## config.mk

```make
export PLATFORM = sky130hd
export DESIGN_NAME = lnf_ctrl
export DESIGN_NICKNAME = d
export VERILOG_FILES = /design/src/rtl/core/lnf_pkg.sv /design/src/rtl/core/lnf_ctrl.sv
export SDC_FILE = /design/constraint.sdc
export NUM_CORES = 1
export LEC_CHECK = 0
export BUFFER_PORTS_ARGS = -buffer_cell sky130_fd_sc_hd__buf_4
export CAP_MARGIN = 20
export CORE_ASPECT_RATIO = 1.2
export CORE_UTILIZATION = 24
export DETAILED_ROUTE_END_ITERATION = 8
export GPL_TIMING_DRIVEN = 1
export HOLD_SLACK_MARGIN = 0.15
export PLACE_DENSITY_LB_ADDON = 0.08
export SLEW_MARGIN = 15
export SYNTH_ARGS = -nofsm -noshare
export SYNTH_HDL_FRONTEND = slang
export SYNTH_SLANG_ARGS = --single-unit
```

## constraint.sdc

```tcl
create_clock -name clk -period 2.05 [get_ports clk]
set_input_delay 0.3075 -clock clk [delete_from_list [all_inputs] [get_ports clk]]
set_output_delay 0.3075 -clock clk [all_outputs]
set_load 0.03 [all_outputs]
```

## src/rtl/core/lnf_pkg.sv

```systemverilog
package lnf_pkg;

  localparam int MAX_CHANNELS = 64;
  localparam int COUNT_W      = 7;
  localparam int EPS_W        = 16;
  localparam int DATA_W       = 16;
  localparam int CH_W         = 6;
  localparam int VAR_W        = 32;
  localparam int CFG_INDEX_W  = 1;
  localparam int CFG_DATA_W   = 16;
  localparam int DIV_N        = 64;
  localparam int DIV_D        = 33;
  localparam int ROOT_W       = 64;
  localparam int INV_W        = 32;

  localparam logic [CFG_INDEX_W-1:0] CFG_CHANNEL_COUNT = 1'b0;
  localparam logic [CFG_INDEX_W-1:0] CFG_EPSILON       = 1'b1;

  localparam logic [COUNT_W-1:0] COUNT_RESET = 7'd64;
  localparam logic [EPS_W-1:0]   EPS_RESET   = 16'd1;

  typedef enum logic [1:0] {
    DIV_MEAN,
    DIV_VAR,
    DIV_INV,
    DIV_NORM
  } div_op_t;

  typedef enum logic [3:0] {
    ST_IDLE,
    ST_PROD,
    ST_MEAN_GO,
    ST_MEAN_WAIT,
    ST_VAR_GO,
    ST_VAR_WAIT,
    ST_INV_GO,
    ST_INV_WAIT,
    ST_SQRT_GO,
    ST_SQRT_WAIT,
    ST_READ,
    ST_CENT,
    ST_MUL,
    ST_NORM_GO,
    ST_NORM_WAIT,
    ST_EMIT
  } state_t;

  typedef struct packed {
    logic    load;
    logic    prod;
    logic    div_start;
    div_op_t div_op;
    logic    div_take;
    logic    sqrt_start;
    logic    sqrt_take;
    logic    ch_clear;
    logic    ch_next;
    logic    cent;
    logic    mul;
    logic    emit;
  } cmd_t;

  typedef struct packed {
    logic last_load;
    logic div_done;
    logic sqrt_done;
    logic ch_last;
  } stat_t;

  function automatic logic signed [DATA_W-1:0] sat16(input logic signed [63:0] v);
    logic signed [DATA_W-1:0] r;
    if (v > 64'sd32767) begin
      r = 16'sh7fff;
    end else if (v < -64'sd32768) begin
      r = 16'sh8000;
    end else begin
      r = v[DATA_W-1:0];
    end
    return r;
  endfunction

endpackage

```

## src/rtl/core/lnf_ctrl.sv

```systemverilog
module lnf_ctrl (
  input  logic            clk,
  input  logic            rst,
  input  logic            start,
  input  lnf_pkg::stat_t  stat,
  output lnf_pkg::cmd_t   cmd,
  output logic            busy
);

  lnf_pkg::state_t state, state_next;

  always_ff @(posedge clk) begin
    if (rst) begin
      state <= lnf_pkg::ST_IDLE;
    end else begin
      state <= state_next;
    end
  end

  always_comb begin
    state_next = state;
    unique case (state)
      lnf_pkg::ST_IDLE:      if (start && stat.last_load) state_next = lnf_pkg::ST_PROD;
      lnf_pkg::ST_PROD:      state_next = lnf_pkg::ST_MEAN_GO;
      lnf_pkg::ST_MEAN_GO:   state_next = lnf_pkg::ST_MEAN_WAIT;
      lnf_pkg::ST_MEAN_WAIT: if (stat.div_done) state_next = lnf_pkg::ST_VAR_GO;
      lnf_pkg::ST_VAR_GO:    state_next = lnf_pkg::ST_VAR_WAIT;
      lnf_pkg::ST_VAR_WAIT:  if (stat.div_done) state_next = lnf_pkg::ST_INV_GO;
      lnf_pkg::ST_INV_GO:    state_next = lnf_pkg::ST_INV_WAIT;
      lnf_pkg::ST_INV_WAIT:  if (stat.div_done) state_next = lnf_pkg::ST_SQRT_GO;
      lnf_pkg::ST_SQRT_GO:   state_next = lnf_pkg::ST_SQRT_WAIT;
      lnf_pkg::ST_SQRT_WAIT: if (stat.sqrt_done) state_next = lnf_pkg::ST_READ;
      lnf_pkg::ST_READ:      state_next = lnf_pkg::ST_CENT;
      lnf_pkg::ST_CENT:      state_next = lnf_pkg::ST_MUL;
      lnf_pkg::ST_MUL:       state_next = lnf_pkg::ST_NORM_GO;
      lnf_pkg::ST_NORM_GO:   state_next = lnf_pkg::ST_NORM_WAIT;
      lnf_pkg::ST_NORM_WAIT: if (stat.div_done) state_next = lnf_pkg::ST_EMIT;
      lnf_pkg::ST_EMIT: begin
        state_next = stat.ch_last ? lnf_pkg::ST_IDLE : lnf_pkg::ST_READ;
      end
      default:               state_next = lnf_pkg::ST_IDLE;
    endcase
  end

  always_comb begin
    cmd        = '0;
    cmd.div_op = lnf_pkg::DIV_MEAN;
    busy       = 1'b1;
    unique case (state)
      lnf_pkg::ST_IDLE: begin
        busy     = 1'b0;
        cmd.load = start;
      end
      lnf_pkg::ST_PROD:      cmd.prod = 1'b1;
      lnf_pkg::ST_MEAN_GO:   cmd.div_start = 1'b1;
      lnf_pkg::ST_MEAN_WAIT: cmd.div_take = stat.div_done;
      lnf_pkg::ST_VAR_GO: begin
        cmd.div_op    = lnf_pkg::DIV_VAR;
        cmd.div_start = 1'b1;
      end
      lnf_pkg::ST_VAR_WAIT: begin
        cmd.div_op   = lnf_pkg::DIV_VAR;
        cmd.div_take = stat.div_done;
      end
      lnf_pkg::ST_INV_GO: begin
        cmd.div_op    = lnf_pkg::DIV_INV;
        cmd.div_start = 1'b1;
      end
      lnf_pkg::ST_INV_WAIT: begin
        cmd.div_op   = lnf_pkg::DIV_INV;
        cmd.div_take = stat.div_done;
      end
      lnf_pkg::ST_SQRT_GO:   cmd.sqrt_start = 1'b1;
      lnf_pkg::ST_SQRT_WAIT: begin
        cmd.sqrt_take = stat.sqrt_done;
        cmd.ch_clear  = stat.sqrt_done;
      end
      lnf_pkg::ST_READ:      cmd.div_op = lnf_pkg::DIV_NORM;
      lnf_pkg::ST_CENT:      cmd.cent = 1'b1;
      lnf_pkg::ST_MUL:       cmd.mul = 1'b1;
      lnf_pkg::ST_NORM_GO: begin
        cmd.div_op    = lnf_pkg::DIV_NORM;
        cmd.div_start = 1'b1;
      end
      lnf_pkg::ST_NORM_WAIT: begin
        cmd.div_op   = lnf_pkg::DIV_NORM;
        cmd.div_take = stat.div_done;
      end
      lnf_pkg::ST_EMIT: begin
        cmd.emit    = 1'b1;
        cmd.ch_next = !stat.ch_last;
      end
      default: busy = 1'b1;
    endcase
  end

endmodule

```

; Yosys cells after proc, flatten, opt, wreduce, memory -nomap -nowiden
; Cells that the tools add are included.
[totals]
input_bits = 7
out_inout_bits = 14
wordCells = 51
reg_bits = 4
[classes]
eq_ne = 21
n_mux = 20
reduce_logical = 9
[ops]
columns = operator, n
row1 = 4-bit one-hot mux with 16 select lines, 1
row2 = 4-bit == test (second input constant), 8
row3 = 4-bit two-way mux, 7
row4 = 4-bit by 3-bit == test with 1-bit output (second input constant), 4
row5 = 2-bit != test (second input constant), 6
row6 = 1-bit two-way mux, 10
row7 = 4-bit by 2-bit == test with 1-bit output (second input constant), 2
row8 = 4-bit OR reduction, 2
row9 = 2-bit one-hot mux with 3 select lines, 1
row10 = 6-bit AND reduction, 1
row11 = 4-bit by 1-bit == test with 1-bit output (second input constant), 1
row12 = 4-bit zero test, 1
row13 = 2-bit OR reduction, 2
row14 = 3-bit OR reduction, 1
row15 = 2-bit two-way mux, 1
row16 = 1-bit logical AND, 1
row17 = 1-bit zero test, 1

; Longest topological paths before layout
[depth]
depth_word = 3
mapped_depth = 6
ltp_nobuf = 5

; Worst setup path after synthesis
; No wires, ideal clock.
[synth_path]
kind = reg2out
from = register state[0]
to = output port cmd[10] (netlist bit)
path_buffers = 1
arrival_time_ns = 1.522
required_time_ns = 1.742
path_slack_ns = 0.221
path_stages_with_launch = 4
cell_sequence = dfxtp_1 clkbuf_1 nand2_1 o21ai_0
[synth_lines]
columns = element, line_no
row1 = "start, declared", lnf_ctrl.sv:10  ; lnf_pkg::state_t state, state_next;
row2 = "start signal, assigned", lnf_ctrl.sv:14  ; state <= lnf_pkg::ST_IDLE;
row3 = "start signal, assigned", lnf_ctrl.sv:16  ; state <= state_next;
row4 = "end, declared", lnf_ctrl.sv:6  ; output lnf_pkg::cmd_t cmd,

==> impl_metrics.py <==
metrics = {
    "timing": {
        "setup_viol": 0,
        "final-max-slew-violation-count": 0,
        "worst_relative_slew_slack": 0.685,
        "max_freq_mhz": 547,
        "fin_crit_ps": 1830,
        "final_hold_viol_count": 0,
        "unrepaired_setup_endpoints_after_global_routing": "no",
        "timing.final.crit_share": 0.892,
        "postLayoutSetupSlackWorst_ps": 222,
        "finClkSkew_ps": 0.157,
        "timing.setup.tns_ps": 0,
        "tightest_slew_ps": 472,
    },
    "synthesis": {
        "syn_warnings": 0,
        "postSynthAreaPerCell_um2": 7.21,
        "yosysTopAreaCell": "dfxtp_1",
        "synth_most_common_cell": "nand2_1",
        "synth_commonest_cells": "nand2_1 (10), nor2_1 (5), o21ai_0 (5)",
        "postSynth.topFlopCell": "dfxtp_1",
        "synthesized_netlist_net_count": 65,
        "synthTopCellsByArea": "dfxtp_1 (19%), nand2_1 (9.0%), o21ai_0 (6.0%), buf_4 (5.4%), nor4_4 (5.1%)",
        "ys_seq_elements": 4,
        "mappedNetlistArea_um2": 418,
        "yosysTopAreaCellShare": 0.192,
        "synthDistinctLibCells": 26,
        "yosysSeqAreaShare": 0.192,
        "syn-instance-count": 58,
        "synth_edf_count": 0,
        "async_reset_ff_frac": 0,
    },
    "cts": {
        "cts.reportedPaths.clkPinSlew_ps": 40,
        "cts_sinks": 4,
        "cts_setup_buffers": 0,
        "clockRootBuffer": "clkbuf_4",
        "ctsResizeCount": 0,
        "cts-buffers-inserted": 3,
        "cts_hold_buffers": 0,
        "htree_levels": 1,
        "clock_path_buffers": 2,
        "insertion_delay_ps": 230,
        "cts_tree": "built",
    },
    "setup_path": {
        "reg2reg_depth": 5,
        "critical-path-slowest-cell": "dfxtp_1",
        "critical_path.reg2reg.endpoint": "state[2]$_SDFFE_PP0P_",
        "cp_max_fo": 13,
        "timing.critical_path.cells": "inv_1, mux2i_1, nand2_1, o21ai_0, buf_4",
        "critPathArrivalTime_ps": 1520,
        "reg_to_reg_critical_path_startpoint": "state[3]$_SDFFE_PP0P_",
        "timing.setup.critical_path_class": "reg -> out",
        "setup.reg_to_reg.worst_slack_ps": 360,
        "critPathMaxStageDelay_ps": 600,
        "critical_path.startpoint_type": "flop",
        "end_kind": "primary output",
        "required_time_at_the_worst_slack_endpoint_ps": 1740,
    },
    "flow_run": {
        "max_cap_violations": 0,
    },
    "pwr": {
        "max-vdd-ir-drop_mv": 0.770,
        "power-per-cell-area_nw_per_um2": 1450,
        "static-leakage-power_nw": 0.277,
    },
    "hold_path": {
        "min_from": "rst",
        "timing.hold.worst_endpoint": "state[0]$_SDFFE_PP0P_",
        "hold_path.class": "in -> reg",
        "whs_path_depth": 2,
    },
    "floorplanning": {
        "area_of_the_placeable_core_um2": 1620,
        "total_die_area_um2": 1910,
        "horiz_die_dim_um": 40.1,
        "rows": 16,
        "floorplan.initialDensity": 0.258,
        "die_height_um": 47.7,
        "io-pin-count": 21,
    },
    "finish": {
        "layout.nets": 87,
        "final.fill_count": 180,
        "antenna_cells_inserted": 0,
        "layout.area.seq_um2": 80.1,
        "multiInputGateArea_um2": 295,
        "drive_above_1_share": 0.372,
        "biggestRegsByFlops": "state: 4 flops",
        "areaGrowthSynthToFinish_pct": 42.8,
        "largest_register_ffs": 4,
        "max_flop_register": "state",
    },
    "global_routing": {
        "pin_count_of_the_biggest_net_entering_global_routing": 14,
        "grt_overflow_total": 0,
        "grt_pass1_wl_um": 1630,
        "groute.usage.overall": 0.129,
        "antenna_found_initial": 0,
        "vias_in_the_first_global_route": 388,
    },
    "drt": {
        "dr.first_iter.drc_count": 8,
        "post_drt_wl_per_cell_um": 10.9,
        "detailedRoute.firstPassIterationCount": 6,
        "route.vias.total": 469,
        "route.detailed.vias_per_inst": 4.89,
        "route.final.wire_length_um": 1050,
        "drtAntennaViolNets": 0,
        "drt_drc_violations_left": 1,
    },
    "outcome": {
        "violations": "DRC",
        "status": "finished with violations",
    },
    "placed_design": {
        "port-buffer-count": 20,
        "gp_routability_congestion": 0.676,
        "detailedPlace.worstSlack_ps": 360,
        "hpwlAfterDp_um": 817,
    },
}
report_power, final:
group          switching (mW)  internal (mW)
clock network          0.0343         0.0656
logic                   0.319          0.254
registers              0.0847          0.107
layout by cell type, fill, tap and decap left out, drive strengths merged, types with 2 or more instances in the layout:
master,Yosys,routed
buf,4,22
nand2,10,10
nor2,5,5
o21ai,5,5
dfxtp,4,4
nor3,3,3
and3,3,3
inv,3,3
clkbuf,1,3
nand2b,2,2
nand3,2,2
nor2b,2,2
a211oi,2,2
worst max-delay path: cells and delay by family, from the launching register on:
| family | cells | cell delay (ps) |
|---|---|---|
| AOI/OAI and AO/OA | 1 | 90 |
| buffers and inverters | 2 | 360 |
| DFF | 1 | 600 |
| muxes | 1 | 170 |
| and+or+nand+nor | 1 | 60 |
per-stage QoR:
step	std cells	total power [mW]	cell area, um^2	utilization	hold slack, ps
2_1_floorplan	58	0.611	418	-	380
3_3_place_gp	93	0.775	574	0.354	515
3_5_place_dp	93	0.771	574	0.354	511
4_1_cts	96	0.872	597	0.368	260
5_1_grt	96	0.926	597	0.368	256
6_report	96	0.864	597	0.368	274
metal layers:
metal	vias up	track usage	share of wire	wire length (um)
met5	-	0	0	0
met4	0	0.0207	0	0
met3	0	0.0558	0.042	44
met2	12	0.223	0.52	541
met1	215	0.146	0.44	463
li1	242	-	-	-
area by class of cell:
cell class	count	area share
multi-input cells	46	0.495
repair buffers	22	0.277
flip-flops and latches	4	0.134
clock buffers	3	0.0377
well taps	18	0.0377
inverters	3	0.0189
logic make-up after synthesis:
| kind of cell | share of synthesized area |
|---|---|
| AO/OA/AOI/OAI | 0.260 |
| buffers and inverters | 0.102 |
| flip-flops | 0.192 |
| multiplexers | 0.0240 |
| XOR/XNOR | 0.0210 |
| AND/OR/NAND/NOR | 0.401 |
how the worst max path moves through the flow:
stage | cells past startpoint | start | endpoint
after floorplan | 3 | state[0]$_SDFFE_PP0P_ | cmd[10]
after global placement | 5 | state[3]$_SDFFE_PP0P_ | state[2]$_SDFFE_PP0P_
after detailed placement | 5 | state[3]$_SDFFE_PP0P_ | state[2]$_SDFFE_PP0P_
after CTS | 5 | state[1]$_SDFFE_PP0P_ | cmd[9]
after global routing | 5 | state[1]$_SDFFE_PP0P_ | cmd[9]
final | 5 | state[1]$_SDFFE_PP0P_ | cmd[9]
No activity file was read; power rests on OpenSTA's default activity.
